File: src/rtl/grfm_pkg.sv
package grfm_pkg;

    // Default values of the top-level parameters.
    localparam int DEF_GRID_SIDE   = 16;
    localparam int DEF_ANGLE_STEPS = 4096;
    localparam int DEF_FRAC_BITS   = 12;
    localparam int DEF_MAX_RAYS    = 64;

    // Fixed field widths.
    localparam int REG_W    = 12;
    localparam int CNT_W    = 7;
    localparam int RAY_W    = 6;
    localparam int HIT_W    = 18;
    localparam int STEP_W   = 13;
    localparam int PHASE_W  = 16;
    localparam int CFG_AW   = 2;
    localparam int S_DATA_W = 56;
    localparam int M_DATA_W = 48;

    // Opcodes carried on the input tuser bit.
    localparam logic OP_WRITE = 1'b0;
    localparam logic OP_CAST  = 1'b1;

    // Configuration register indexes.
    localparam logic [CFG_AW-1:0] CFG_RAY_COUNT   = 2'd0;
    localparam logic [CFG_AW-1:0] CFG_RAY_SPACING = 2'd1;
    localparam logic [CFG_AW-1:0] CFG_HALF_FOV    = 2'd2;
    localparam logic [CFG_AW-1:0] CFG_STEP_LEN    = 2'd3;

    // Configuration reset values.
    localparam logic [CNT_W-1:0] RST_RAY_COUNT   = 7'd60;
    localparam logic [REG_W-1:0] RST_RAY_SPACING = 12'd11;
    localparam logic [REG_W-1:0] RST_HALF_FOV    = 12'd683;
    localparam logic [REG_W-1:0] RST_STEP_LEN    = 12'd410;

    // Request to the step generator: one phase and the step length.
    typedef struct packed {
        logic               start;
        logic [PHASE_W-1:0] phase;
        logic [REG_W-1:0]   len;
    } sg_req_t;

    // Answer of the step generator: a one-cycle done pulse and the signed step.
    typedef struct packed {
        logic                     done;
        logic signed [STEP_W-1:0] step;
    } sg_rsp_t;

endpackage

File: src/rtl/grfm_step_gen.sv
module grfm_step_gen #(
    parameter int FRAC_BITS = grfm_pkg::DEF_FRAC_BITS
) (
    input  logic              aclk,
    input  logic              aresetn,
    input  grfm_pkg::sg_req_t req,
    output grfm_pkg::sg_rsp_t rsp
);
    import grfm_pkg::*;

    // Sine polynomial in Q14, evaluated on one shared multiplier.
    localparam int Q     = 14;
    localparam int T_W   = 15;
    localparam int R_W   = FRAC_BITS + 1;
    localparam int OPA_W = (R_W > T_W) ? R_W : T_W;
    localparam int OPB_W = T_W;
    localparam int PRD_W = OPA_W + OPB_W;
    localparam int SUM_W = T_W + 1 + FRAC_BITS;

    localparam logic [T_W-1:0] C_QUARTER = 15'd16384;
    localparam logic [T_W-1:0] C_K1      = 15'd1232;
    localparam logic [T_W-1:0] C_K3      = 15'd10584;
    localparam logic [T_W-1:0] C_K5      = 15'd25736;
    localparam logic [SUM_W-1:0] C_HALF_Q = SUM_W'(8192);
    localparam logic [PRD_W:0]   C_HALF_F = (PRD_W + 1)'(1) << (FRAC_BITS - 1);

    localparam logic [2:0] SG_IDLE = 3'd0;
    localparam logic [2:0] SG_SQ   = 3'd1;
    localparam logic [2:0] SG_A    = 3'd2;
    localparam logic [2:0] SG_C    = 3'd3;
    localparam logic [2:0] SG_S    = 3'd4;
    localparam logic [2:0] SG_M    = 3'd5;

    logic [2:0]               state_reg, state_next;
    logic                     done_reg;
    logic [T_W-1:0]           t_reg, t2_reg, v_reg;
    logic [R_W-1:0]           r_reg;
    logic [REG_W-1:0]         len_reg;
    logic                     neg_reg;
    logic signed [STEP_W-1:0] step_reg;

    logic [OPA_W-1:0] op_a;
    logic [OPB_W-1:0] op_b;
    logic [PRD_W-1:0] prod;
    logic [T_W-1:0]   prod_q;
    logic [SUM_W-1:0] s_sum;
    logic [PRD_W:0]   m_rnd;
    logic [REG_W-1:0] mag;
    logic [T_W-1:0]   t_in;

    // Fold the phase into the first quadrant.
    assign t_in = req.phase[Q] ? (C_QUARTER - {1'b0, req.phase[Q-1:0]})
                               : {1'b0, req.phase[Q-1:0]};

    // Operand selection for the shared multiplier.
    always_comb begin
        unique case (state_reg)
            SG_SQ: begin
                op_a = OPA_W'(t_reg);
                op_b = t_reg;
            end
            SG_A: begin
                op_a = OPA_W'(t2_reg);
                op_b = C_K1;
            end
            SG_C: begin
                op_a = OPA_W'(t2_reg);
                op_b = v_reg;
            end
            SG_S: begin
                op_a = OPA_W'(t_reg);
                op_b = v_reg;
            end
            SG_M: begin
                op_a = OPA_W'(r_reg);
                op_b = OPB_W'(len_reg);
            end
            default: begin
                op_a = '0;
                op_b = '0;
            end
        endcase
    end

    assign prod   = PRD_W'(op_a) * PRD_W'(op_b);
    assign prod_q = prod[Q +: T_W];
    // Rescale the Q14 sine to FRAC_BITS with rounding.
    assign s_sum  = (SUM_W'(prod_q) << FRAC_BITS) + C_HALF_Q;
    // Round the scaled step to nearest, half away from zero.
    assign m_rnd  = {1'b0, prod} + C_HALF_F;
    assign mag    = m_rnd[FRAC_BITS +: REG_W];

    // Sequencer: one multiplication per cycle.
    always_comb begin
        state_next = state_reg;
        unique case (state_reg)
            SG_IDLE: if (req.start) state_next = SG_SQ;
            SG_SQ:   state_next = SG_A;
            SG_A:    state_next = SG_C;
            SG_C:    state_next = SG_S;
            SG_S:    state_next = SG_M;
            SG_M:    state_next = SG_IDLE;
            default: state_next = SG_IDLE;
        endcase
    end

    always_ff @(posedge aclk) begin
        if (!aresetn) begin
            state_reg <= SG_IDLE;
            done_reg  <= 1'b0;
        end else begin
            state_reg <= state_next;
            done_reg  <= (state_reg == SG_M);
        end
    end

    // Working registers of the polynomial.
    always_ff @(posedge aclk) begin
        case (state_reg)
            SG_IDLE: begin
                t_reg   <= t_in;
                neg_reg <= req.phase[Q+1];
                len_reg <= req.len;
            end
            SG_SQ: t2_reg <= prod_q;
            SG_A:  v_reg  <= C_K3 - prod_q;
            SG_C:  v_reg  <= C_K5 - prod_q;
            SG_S:  r_reg  <= s_sum[Q +: R_W];
            SG_M: begin
                if (neg_reg) begin
                    step_reg <= -$signed({1'b0, mag});
                end else begin
                    step_reg <= $signed({1'b0, mag});
                end
            end
            default: ;
        endcase
    end

    assign rsp.done = done_reg;
    assign rsp.step = step_reg;

endmodule

File: src/rtl/grid_ray_fan_march_top.sv
// Channel   Direction  Handshake                Content
// s_        in         s_tvalid / s_tready      cell write or cast request
// m_        out        m_tvalid / m_tready      one hit point per ray
// cfg_      in         cfg_wr_en (no wait)      ray count, spacing, half fov, step length
//
// Each ray of a cast first runs the shared sine/step multiplier twice, for the cosine
// and then the sine, and takes its first step; it then marches one step per cycle, set
// by the registered wall read, and offers its hit point.
// Reset is synchronous; it restores the configuration and control registers and clears all wall valid bits at once.
// The input is not ready while a cast runs, and a hit point waits for m_tready.
module grid_ray_fan_march_top #(
    parameter int GRID_SIDE   = grfm_pkg::DEF_GRID_SIDE,
    parameter int ANGLE_STEPS = grfm_pkg::DEF_ANGLE_STEPS,
    parameter int FRAC_BITS   = grfm_pkg::DEF_FRAC_BITS,
    parameter int MAX_RAYS    = grfm_pkg::DEF_MAX_RAYS
) (
    input  logic                          aclk,
    input  logic                          aresetn,
    // s_tdata: cell_row[3:0], cell_col[7:4], cell_is_wall[8], start_x[24:9],
    //          start_y[40:25], heading[52:41], zero pad[55:53]
    input  logic [grfm_pkg::S_DATA_W-1:0] s_tdata,
    // s_tuser: opcode[0]
    input  logic                          s_tuser,
    input  logic                          s_tvalid,
    output logic                          s_tready,
    // m_tdata: ray_index[5:0], hit_x[23:6], hit_y[41:24], zero pad[47:42]
    output logic [grfm_pkg::M_DATA_W-1:0] m_tdata,
    output logic                          m_tlast,
    output logic                          m_tvalid,
    input  logic                          m_tready,
    input  logic                          cfg_wr_en,
    input  logic [grfm_pkg::CFG_AW-1:0]   cfg_addr,
    input  logic [grfm_pkg::REG_W-1:0]    cfg_wr_data
);
    import grfm_pkg::*;

    // ANGLE_STEPS is a power of two; angles wrap by masking.
    localparam int CW    = $clog2(GRID_SIDE);
    localparam int CELLS = GRID_SIDE * GRID_SIDE;
    localparam int AW    = $clog2(CELLS);
    localparam int ANG_W = $clog2(ANGLE_STEPS);
    localparam int POS_W = ((CW + FRAC_BITS > 16) ? CW + FRAC_BITS : 16) + 2;
    localparam int GUARD = (GRID_SIDE + 2) << FRAC_BITS;
    localparam int GD_W  = $clog2(GUARD + 1);

    localparam logic [PHASE_W-1:0] PH_QUARTER = PHASE_W'(16384);

    localparam logic [2:0] ST_IDLE     = 3'd0;
    localparam logic [2:0] ST_COS_GO   = 3'd1;
    localparam logic [2:0] ST_COS_WAIT = 3'd2;
    localparam logic [2:0] ST_SIN_GO   = 3'd3;
    localparam logic [2:0] ST_SIN_WAIT = 3'd4;
    localparam logic [2:0] ST_ADV      = 3'd5;
    localparam logic [2:0] ST_MARCH    = 3'd6;
    localparam logic [2:0] ST_EMIT     = 3'd7;

    // Reduce a 12-bit angle field modulo ANGLE_STEPS.
    function automatic logic [ANG_W-1:0] to_ang(input logic [REG_W-1:0] v);
        logic [ANG_W+REG_W-1:0] ext;
        ext = {{ANG_W{1'b0}}, v};
        return ext[ANG_W-1:0];
    endfunction

    // Configuration registers.
    logic [CNT_W-1:0] ray_count_reg;
    logic [REG_W-1:0] ray_spacing_reg, half_fov_reg, step_len_reg;

    // Control state.
    logic [2:0]       state_reg, state_next;
    logic [RAY_W-1:0] ray_k_reg, last_k_reg;
    logic [GD_W-1:0]  steps_reg;

    // Per-cast payload.
    logic [ANG_W-1:0]         ang_reg;
    logic [REG_W-1:0]         len_reg;
    logic [POS_W-1:0]         start_x_reg, start_y_reg;
    logic signed [STEP_W-1:0] dx_reg, dy_reg;
    logic [POS_W-1:0]         x_reg, y_reg;

    // Wall memory with a valid bit per cell.
    logic             wall_mem [CELLS];
    logic [CELLS-1:0] wall_vld_reg;
    logic             rd_wall_reg, rd_vld_reg;

    // Input fields.
    logic [3:0]        in_row, in_col;
    logic              in_wall;
    logic [15:0]       in_x, in_y;
    logic [REG_W-1:0]  in_heading;
    logic              in_accept, out_accept;
    logic              wr_ok;
    logic [AW-1:0]     wr_addr;
    logic [RAY_W-1:0]  last_k_in;

    logic [POS_W-1:0] x_base, y_base, x_sum, y_sum;
    logic [CW-1:0]    cx, cy;
    logic [AW-1:0]    rd_addr;
    logic             x_oob, y_oob, blocked, advance;
    logic [PHASE_W-1:0] phase;

    sg_req_t sg_req;
    sg_rsp_t sg_rsp;

    assign in_row     = s_tdata[3:0];
    assign in_col     = s_tdata[7:4];
    assign in_wall    = s_tdata[8];
    assign in_x       = s_tdata[24:9];
    assign in_y       = s_tdata[40:25];
    assign in_heading = s_tdata[52:41];

    assign s_tready   = (state_reg == ST_IDLE);
    assign in_accept  = s_tvalid && s_tready;
    assign m_tvalid   = (state_reg == ST_EMIT);
    assign out_accept = m_tvalid && m_tready;

    // Cell write address; writes outside the grid are dropped.
    assign wr_ok   = (32'(in_row) < GRID_SIDE) && (32'(in_col) < GRID_SIDE);
    assign wr_addr = AW'(32'(in_row) * GRID_SIDE + 32'(in_col));

    // Fan size clamped to one through MAX_RAYS.
    always_comb begin
        if (ray_count_reg == '0) begin
            last_k_in = '0;
        end else if (32'(ray_count_reg) > MAX_RAYS) begin
            last_k_in = RAY_W'(MAX_RAYS - 1);
        end else begin
            last_k_in = RAY_W'(ray_count_reg - CNT_W'(1));
        end
    end

    // Configuration writes.
    always_ff @(posedge aclk) begin
        if (!aresetn) begin
            ray_count_reg   <= RST_RAY_COUNT;
            ray_spacing_reg <= RST_RAY_SPACING;
            half_fov_reg    <= RST_HALF_FOV;
            step_len_reg    <= RST_STEP_LEN;
        end else if (cfg_wr_en) begin
            unique case (cfg_addr)
                CFG_RAY_COUNT:   ray_count_reg   <= cfg_wr_data[CNT_W-1:0];
                CFG_RAY_SPACING: ray_spacing_reg <= cfg_wr_data;
                CFG_HALF_FOV:    half_fov_reg    <= cfg_wr_data;
                CFG_STEP_LEN:    step_len_reg    <= cfg_wr_data;
                default: ;
            endcase
        end
    end

    // Step generator shared by the cosine and the sine of each ray.
    assign phase = PHASE_W'({ang_reg, {PHASE_W{1'b0}}} >> ANG_W);

    assign sg_req.start = (state_reg == ST_COS_GO) || (state_reg == ST_SIN_GO);
    assign sg_req.phase = (state_reg == ST_COS_GO) ? (phase + PH_QUARTER) : phase;
    assign sg_req.len   = len_reg;

    grfm_step_gen #(
        .FRAC_BITS (FRAC_BITS)
    ) u_step_gen (
        .aclk    (aclk),
        .aresetn (aresetn),
        .req     (sg_req),
        .rsp     (sg_rsp)
    );

    // March datapath: next point and the cell address it reads.
    assign x_base = (state_reg == ST_ADV) ? start_x_reg : x_reg;
    assign y_base = (state_reg == ST_ADV) ? start_y_reg : y_reg;
    assign x_sum  = x_base + {{(POS_W-STEP_W){dx_reg[STEP_W-1]}}, dx_reg};
    assign y_sum  = y_base + {{(POS_W-STEP_W){dy_reg[STEP_W-1]}}, dy_reg};
    assign cx     = x_sum[FRAC_BITS +: CW];
    assign cy     = y_sum[FRAC_BITS +: CW];
    assign rd_addr = AW'(32'(cy) * GRID_SIDE + 32'(cx));

    // Test of the current point, whose cell was read in the cycle before.
    assign x_oob   = x_reg[POS_W-1] || (32'(x_reg[POS_W-2:FRAC_BITS]) >= GRID_SIDE);
    assign y_oob   = y_reg[POS_W-1] || (32'(y_reg[POS_W-2:FRAC_BITS]) >= GRID_SIDE);
    assign blocked = x_oob || y_oob || (rd_wall_reg && rd_vld_reg)
                     || (steps_reg == GD_W'(GUARD));
    assign advance = (state_reg == ST_ADV) || ((state_reg == ST_MARCH) && !blocked);

    // Wall memory: one write port for cell items, one registered read for the march.
    always_ff @(posedge aclk) begin
        if (in_accept && (s_tuser == OP_WRITE) && wr_ok) begin
            wall_mem[wr_addr] <= in_wall;
        end
        rd_wall_reg <= wall_mem[rd_addr];
        rd_vld_reg  <= wall_vld_reg[rd_addr];
    end

    always_ff @(posedge aclk) begin
        if (!aresetn) begin
            wall_vld_reg <= '0;
        end else if (in_accept && (s_tuser == OP_WRITE) && wr_ok) begin
            wall_vld_reg[wr_addr] <= 1'b1;
        end
    end

    // Sequencer over rays and march steps.
    always_comb begin
        state_next = state_reg;
        unique case (state_reg)
            ST_IDLE:     if (in_accept && (s_tuser == OP_CAST)) state_next = ST_COS_GO;
            ST_COS_GO:   state_next = ST_COS_WAIT;
            ST_COS_WAIT: if (sg_rsp.done) state_next = ST_SIN_GO;
            ST_SIN_GO:   state_next = ST_SIN_WAIT;
            ST_SIN_WAIT: if (sg_rsp.done) state_next = ST_ADV;
            ST_ADV:      state_next = ST_MARCH;
            ST_MARCH:    if (blocked) state_next = ST_EMIT;
            ST_EMIT: begin
                if (out_accept) begin
                    state_next = (ray_k_reg == last_k_reg) ? ST_IDLE : ST_COS_GO;
                end
            end
            default:     state_next = ST_IDLE;
        endcase
    end

    always_ff @(posedge aclk) begin
        if (!aresetn) begin
            state_reg  <= ST_IDLE;
            ray_k_reg  <= '0;
            last_k_reg <= '0;
            steps_reg  <= '0;
        end else begin
            state_reg <= state_next;
            if (in_accept) begin
                ray_k_reg  <= '0;
                last_k_reg <= last_k_in;
            end else if (out_accept) begin
                ray_k_reg <= ray_k_reg + RAY_W'(1);
            end
            if (state_reg == ST_SIN_WAIT) begin
                steps_reg <= '0;
            end else if (advance) begin
                steps_reg <= steps_reg + GD_W'(1);
            end
        end
    end

    // Per-cast and per-ray payload.
    always_ff @(posedge aclk) begin
        if (in_accept) begin
            ang_reg     <= to_ang(in_heading) - to_ang(half_fov_reg);
            len_reg     <= (step_len_reg == '0) ? REG_W'(1) : step_len_reg;
            start_x_reg <= POS_W'(in_x);
            start_y_reg <= POS_W'(in_y);
        end else if (out_accept) begin
            ang_reg <= ang_reg + to_ang(ray_spacing_reg);
        end
        if ((state_reg == ST_COS_WAIT) && sg_rsp.done) begin
            dx_reg <= sg_rsp.step;
        end
        if ((state_reg == ST_SIN_WAIT) && sg_rsp.done) begin
            dy_reg <= sg_rsp.step;
        end
        if (advance) begin
            x_reg <= x_sum;
            y_reg <= y_sum;
        end
    end

    // Result item.
    assign m_tdata = {{(M_DATA_W - RAY_W - 2 * HIT_W){1'b0}},
                      y_reg[HIT_W-1:0], x_reg[HIT_W-1:0], ray_k_reg};
    assign m_tlast = (ray_k_reg == last_k_reg);

    // A result is never offered while a new item can be taken.
    a_ready_excl: assert property (@(posedge aclk) disable iff (!aresetn)
        !(s_tready && m_tvalid))
        else $error("input ready while a result is pending");

    // An accepted cast starts the first ray's setup.
    a_cast_start: assert property (@(posedge aclk) disable iff (!aresetn)
        (s_tvalid && s_tready && (s_tuser == OP_CAST)) |=> (state_reg == ST_COS_GO))
        else $error("cast item did not start the ray setup");

    // The step generator only answers while the sequencer waits for it.
    a_sg_done: assert property (@(posedge aclk) disable iff (!aresetn)
        sg_rsp.done |-> ((state_reg == ST_COS_WAIT) || (state_reg == ST_SIN_WAIT)))
        else $error("step generator answered outside a wait state");

    // Every emitted point lies at least one step from the viewer.
    a_one_step: assert property (@(posedge aclk) disable iff (!aresetn)
        m_tvalid |-> (steps_reg != '0))
        else $error("hit point emitted without a march step");

endmodule

File: config.mk
export PLATFORM = sky130hd
export DESIGN_NAME = grid_ray_fan_march_top
export DESIGN_NICKNAME = d
export VERILOG_FILES = /design/src/rtl/grfm_pkg.sv /design/src/rtl/grfm_step_gen.sv /design/src/rtl/grid_ray_fan_march_top.sv
export SDC_FILE = /design/constraint.sdc
export NUM_CORES = 2
export LEC_CHECK = 0
export ABC_AREA = 1
export BUFFER_PORTS_ARGS = -buffer_cell sky130_fd_sc_hd__buf_2
export CORE_MARGIN = 8
export CORE_UTILIZATION = 55
export DETAILED_ROUTE_END_ITERATION = 10
export PLACE_DENSITY = 0.72
export SYNTH_ARGS = -nofsm -noshare
export SYNTH_HDL_FRONTEND = slang
export SYNTH_HIERARCHICAL = 1
export SYNTH_SLANG_ARGS = --single-unit
File: constraint.sdc
create_clock -name aclk -period 10.1 [get_ports aclk]
set_input_delay 2.525 -clock aclk [delete_from_list [all_inputs] [get_ports aclk]]
set_output_delay 2.525 -clock aclk [all_outputs]
set_load 0.01 [all_outputs]
== Yosys cells after proc, flatten, opt, wreduce, memory -nomap -nowiden ==
Memories as Yosys holds them, arrays and structs flattened. A register that Yosys moved wholly into a read port is not among the register bits.
Cells that the tools add are included.
Cells by class
  muxes and demuxes: 27
  reductions and logical operators: 34
  add/subtract/negate cells: 16
  magnitude comparators: 6
  bitwise logic cells: 3
  multiply operators: 1
  equal/unequal tests: 23
Operators with widths (count)
  OR 256 bit: 1
  case mux 15 bit (4 select lines): 1
  case mux 15 bit (3 select lines): 1
  adder 18 bit: 2
  2-to-1 mux 12 bit: 3
  2-to-1 mux 18 bit: 2
  case mux 15 bit (2 select lines): 1
  multiplier 15 x 15 -> 29 bit: 1
  adder 27 x 14 -> 27 bit, second input constant: 1
  adder 24 x 12 -> 24 bit, second input constant: 1
  case mux 3 bit (8 select lines): 1
  equality test 3 bit, second input constant: 6
  less-than comparator 8 x 9 -> 1 bit, second input constant: 2
  2-to-1 mux 3 bit: 6
  adder 17 x 1 -> 17 bit, second input constant: 1
  equality test 17 bit, second input constant: 1
  adder 16 x 15 -> 16 bit, second input constant: 1
  adder 8 x 4 -> 8 bit: 2
  2-to-1 mux 16 bit: 1
  case mux 3 bit (5 select lines): 1
  subtractor 14 x 15 -> 15 bit, first input constant: 1
  subtractor 15 x 14 -> 15 bit, first input constant: 1
  subtractor 15 bit, first input constant: 1
  2-to-1 mux 14 bit: 1
  31 further kinds: 70
Word-level totals
  memories: 1
  bits of input ports: 76
  output and inout bits: 51
  bits in registers: 538
  bits in writable memories: 256
Memory list
  wall_mem: words 256, bits a word 1, read ports 1, clocked after Yosys merged registers in 1, write ports 1, RTL line grid_ray_fan_march_top.sv:81  | logic wall_mem [CELLS];

== Logic depth before layout (Yosys ltp) ==
  depth in word-level cells: 8
  depth in mapped cells: 46
  gate-level depth less buffers: 44

== Hierarchy ==
The synthesis kept the hierarchy.
By module, submodules not included
  grid_ray_fan_march_top: area each 32317.2 um^2, cells an instance 3937, times used 1
  grfm_step_gen: area each 12268.0 um^2, cells an instance 1456, times used 1

== Worst setup path after synthesis ==
No wires, ideal clock.
  kind: reg2reg
  from: reg u_step_gen.state_reg[1]
  to: reg u_step_gen.v_reg[12] (data pin)
  cell stages (with the launch flop): 33
  setup time: 0.262 ns
  data required time: 9.838 ns
  path buffers: 2
  path slack: 2.246 ns
  data arrival time: 7.593 ns
  path through: dfxtp_1 inv_2 nand2_2 nor2_1 clkbuf_1 a21oi_1 inv_1 a221oi_1 clkbuf_1 nor2_1 fa_1 inv_1 fa_1 inv_1 fa_1 fa_1 fa_1 inv_1 fa_1 inv_1 ha_1 a21oi_1 o21ai_0 a21oi_1 nand2_2 a21boi_2 xor2_2 ha_1 a21oi_1 o21ai_0 a21oi_1 o21ai_1 xor2_1
Between the ends
  longest elaborated chain between the ends: 6
  elaborated cells on any way between the ends: 14
  classes of those cells: add/sub: 2; mul: 1; eq/ne: 5; mux: 3; reduce/logical: 3
Ends and longest elaborated chain
  start: declaration: RTL line grfm_step_gen.sv:34  | logic [2:0] state_reg, state_next;
  start signal: assignment: RTL line grfm_step_gen.sv:112  | state_reg <= state_next;
  equality test 3 x 2 -> 1 bit, or another cell as far along: RTL line grfm_step_gen.sv:57, grfm_step_gen.sv:119
  OR reduction 2 bit (no source line)
  case mux 15 bit (4 select lines) or case mux 15 bit (3 select lines) (tied branches): RTL line grfm_step_gen.sv:57  | unique case (state_reg)
  multiplier 15 x 15 -> 29 bit: RTL line grfm_step_gen.sv:85  | assign prod = PRD_W'(op_a) * PRD_W'(op_b);
  subtractor 15 bit or subtractor 14 x 15 -> 15 bit (tied branches): RTL line grfm_step_gen.sv:127, grfm_step_gen.sv:126
  case mux 15 bit (2 select lines) *: RTL line grfm_step_gen.sv:119  | case (state_reg)
  end signal: assignment: RTL line grfm_step_gen.sv:126  | SG_A: v_reg <= C_K3 - prod_q;
  end signal: assignment: RTL line grfm_step_gen.sv:127  | SG_C: v_reg <= C_K5 - prod_q;
  end: declaration: RTL line grfm_step_gen.sv:36  | logic [T_W-1:0] t_reg, t2_reg, v_reg;
Mark *: on every way between the ends. The rest lies on a longest branch, timed or not.
A chain may end at the register's enable or synchronous reset.

== Final worst setup path ==
  from: reg u_step_gen.state_reg[1]
  to: reg u_step_gen.step_reg[11] (data pin)
Between the ends
  longest elaborated chain between the ends: 7
  elaborated cells on any way between the ends: 14
  classes of those cells: add/sub: 2; mul: 1; eq/ne: 5; mux: 3; reduce/logical: 3
Ends and longest elaborated chain
  equality test 3 x 2 -> 1 bit, or another cell as far along: RTL line grfm_step_gen.sv:57
  OR reduction 2 bit (no source line)
  case mux 15 bit (4 select lines) or case mux 15 bit (3 select lines) (tied branches): RTL line grfm_step_gen.sv:57
  multiplier 15 x 15 -> 29 bit *: RTL line grfm_step_gen.sv:85
  net u_step_gen.prod[15]: RTL line grfm_step_gen.sv:44  | logic [PRD_W-1:0] prod;
  adder 24 x 12 -> 24 bit *: RTL line grfm_step_gen.sv:90  | assign m_rnd = {1'b0, prod} + C_HALF_F;
  negator 12 -> 13 bit: RTL line grfm_step_gen.sv:131  | step_reg <= -$signed({1'b0, mag});
  2-to-1 mux 12 bit *: RTL line grfm_step_gen.sv:130  | if (neg_reg) begin
  end signal: assignment: RTL line grfm_step_gen.sv:131
  end signal: assignment: RTL line grfm_step_gen.sv:133  | step_reg <= $signed({1'b0, mag});
  end: declaration: RTL line grfm_step_gen.sv:40  | logic signed [STEP_W-1:0] step_reg;
Mark *: on every way through the listed nets, which the timed path passes. The rest lies on a longest branch.

==> flow_summary.ini <==
[yosys]
syn_area_mm2 = 0.0446
ys.warnings.count = 6
syn_inst = 5393
synth_flop_cell = edfxtp_1
synth_top_area_share_pct = 30.8
synth_top_area_cell = edfxtp_1
synth_area_leaders = edfxtp_1 31%, dfxtp_1 15%, nand2_1 13%
postSynthAreaPerCell_um2 = 8.27
synth_edf_count = 458
ys_ff_latch = 795
synth_cell_types = 63
async_flop_share_pct = 0
ys_seq_area_share_pct = 46.0

[placed_design]
hpwl_mm = 74.8
dp_cells = 6399
placed_area_mm2 = 0.0458
gp_congestion = 0.908
port_buffers = 117
pre_cts_ws_ns = 0.841

[finish]
fin_nets = 5832
synthToLayoutAreaGrowth_pct = 9.34
drive_gt1_share_pct = 7.31
final_cells = 6560
layout_commonest_cell = nand2_1
layout_common_cells = 1508 x nand2_1, 687 x nor2_1, 665 x inv_1, 458 x edfxtp_1, 413 x nand3_1
fin_util_pct = 60.6
final_cell_area_mm2 = 0.0487

[critical_path]
start_kind = flop
cpMostUsedCell = nand2_1
startpoint = u_step_gen/state_reg[1]$_SDFFE_PN0P_
rr_startpoint = u_step_gen/state_reg[1]$_SDFFE_PN0P_
endpoint_kind = flop
cp_max_fo = 22
worst_path_largest_cell_delay_ns = 0.70
worstPathRequired_ns = 10.50
crit_type = flop to flop
crit_slowest_cell = a21oi_1
ff2ff_setup_slack_ns = 0.65
worstPathArrival_ns = 9.85

[cts]
h-tree-depth = 3
cts_resized = 0
clockBufferDepth = 3
cts_buffers = 85
clk_pin_slew_worst_paths_ns = 0.06
clk_latency_ns = 0.66
postCtsSetupBuffers = 0
cts_num_sinks = 795
cts-root-buf = clkbuf_16
cts_tree = built
cts.hold.buffers_added = 0

[grt]
grt_pass1_vias = 34030
overflow = 0
grt_pass1_wl_mm = 183
grt_usage_pct = 25.1
grt_max_degree = 128
antenna_found_initial = 2

[floorplanning]
pin_count = 127
fp.dieH_um = 301
design.core.area_mm2 = 0.0804
die_area_mm2 = 0.0904
die_w_um = 301
initial_core_util_pct = 55.4
rows = 104

[routing]
avgRoutedWirePerCell_um = 17.7
via_per_inst = 5.47
ant_nets = 0
drt_iter0_markers = 3823
drt-total-wl_mm = 116
drc = 0
via_count = 35855
firstDrtPassIters = 6

[flow_run]
cap_violations = 0

[sta]
worst_pin_slew_ns = 1.28
fin_ws_ns = 0.650
period_needed_ns = 9.45
fin_setup_tns_ns = 0
clock_skew_ns = 0.0575
slew_headroom_pct = 14.7
slew_viol_final = 0
setup_violations = 0
max_freq_mhz = 106
fin_hold_ws_ns = 0.419
finalHoldViolations = 0
rsz0062_at_grt = no
min_period_over_period_pct = 93.6

[power]
pwr_density_cell_mw_per_mm2 = 249
p_leak_nw = 22.5
vdd_drop_max_mv = 0.216
total_power_mw = 12.2

[hold_path]
holdCritStartpoint = len_reg[6]$_SDFFCE_PN0P_
hold_path_class = flop to flop

[outcome]
status = finished clean
cells in the mapped netlist, drive strengths merged, types with 6 or more instances:
master and count:
o211ai 13, clkinv 7, xnor2 24, a21oi 131
nand4 22, o21a 7, o21ai 276, fa 169
nor4 9, nand2 1547, or2 8, xor2 80
a22o 14, nor3 40, nand3 417, o22ai 7
dfxtp 337, inv 685, nor2 705, a221oi 6
edfxtp 458, clkbuf 106, buf 122, ha 161
final timing paths:
check	endpoint	depth (start not counted)
max	u_step_gen/step_reg[11]$_DFFE_PN_	37
min	u_step_gen/len_reg[6]$_DFFE_PP_	0
max reg2reg	u_step_gen/step_reg[11]$_DFFE_PN_	37
min reg2reg	u_step_gen/len_reg[6]$_DFFE_PP_	0
cell families after synthesis:
logic type / after synthesis / share of synthesized area (%)
xor gates and xnor gates: 104 / 2.19
buffers and inverters: 920 / 8.34
DFF: 795 / 46.0
muxes: 1 / 0.0225
other: 1 / 0.00841
AOI/OAI and AO/OA: 481 / 5.99
adders and majority gates: 330 / 12.1
and+or+nand+nor: 2761 / 25.4
layout make-up:
class                           instances  area [um^2]
Multi-Input combinational cell       3694        20500
Sequential cell                       795        20500
Clock buffer                          118         2440
Tap cell                             1060         1330
Fill cell                            6936        31700
Clock inverter                         42          463
Antenna cell                            1         2.50
Timing Repair Buffer                  158          918
Inverter                              692         2600
metal layers:
| layer | part of all wire, % | global-route usage [%] |
|---|---|---|
| met1 | 43 | 35.8 |
| met2 | 44 | 38.2 |
| met4 | 3.4 | 9.27 |
| met5 | 0 | 0 |
| met3 | 9.7 | 4.41 |
where the power goes:
part	internal, mW	switching (mW)	leakage, nW
logic	1.56	3.35	14.1
registers	3.92	0.151	6.90
clock network	1.82	1.36	1.41
total	7.30	4.86	22.5
critical path: cells and delay by family (launching register included):
family          cells  cell delay [ns]
simple gates       15             2.05
buf+inv             9             1.55
fa+ha+maj           8             3.68
flops               1             0.46
compound gates      5             1.48
Power figures use the tool's default switching activity.
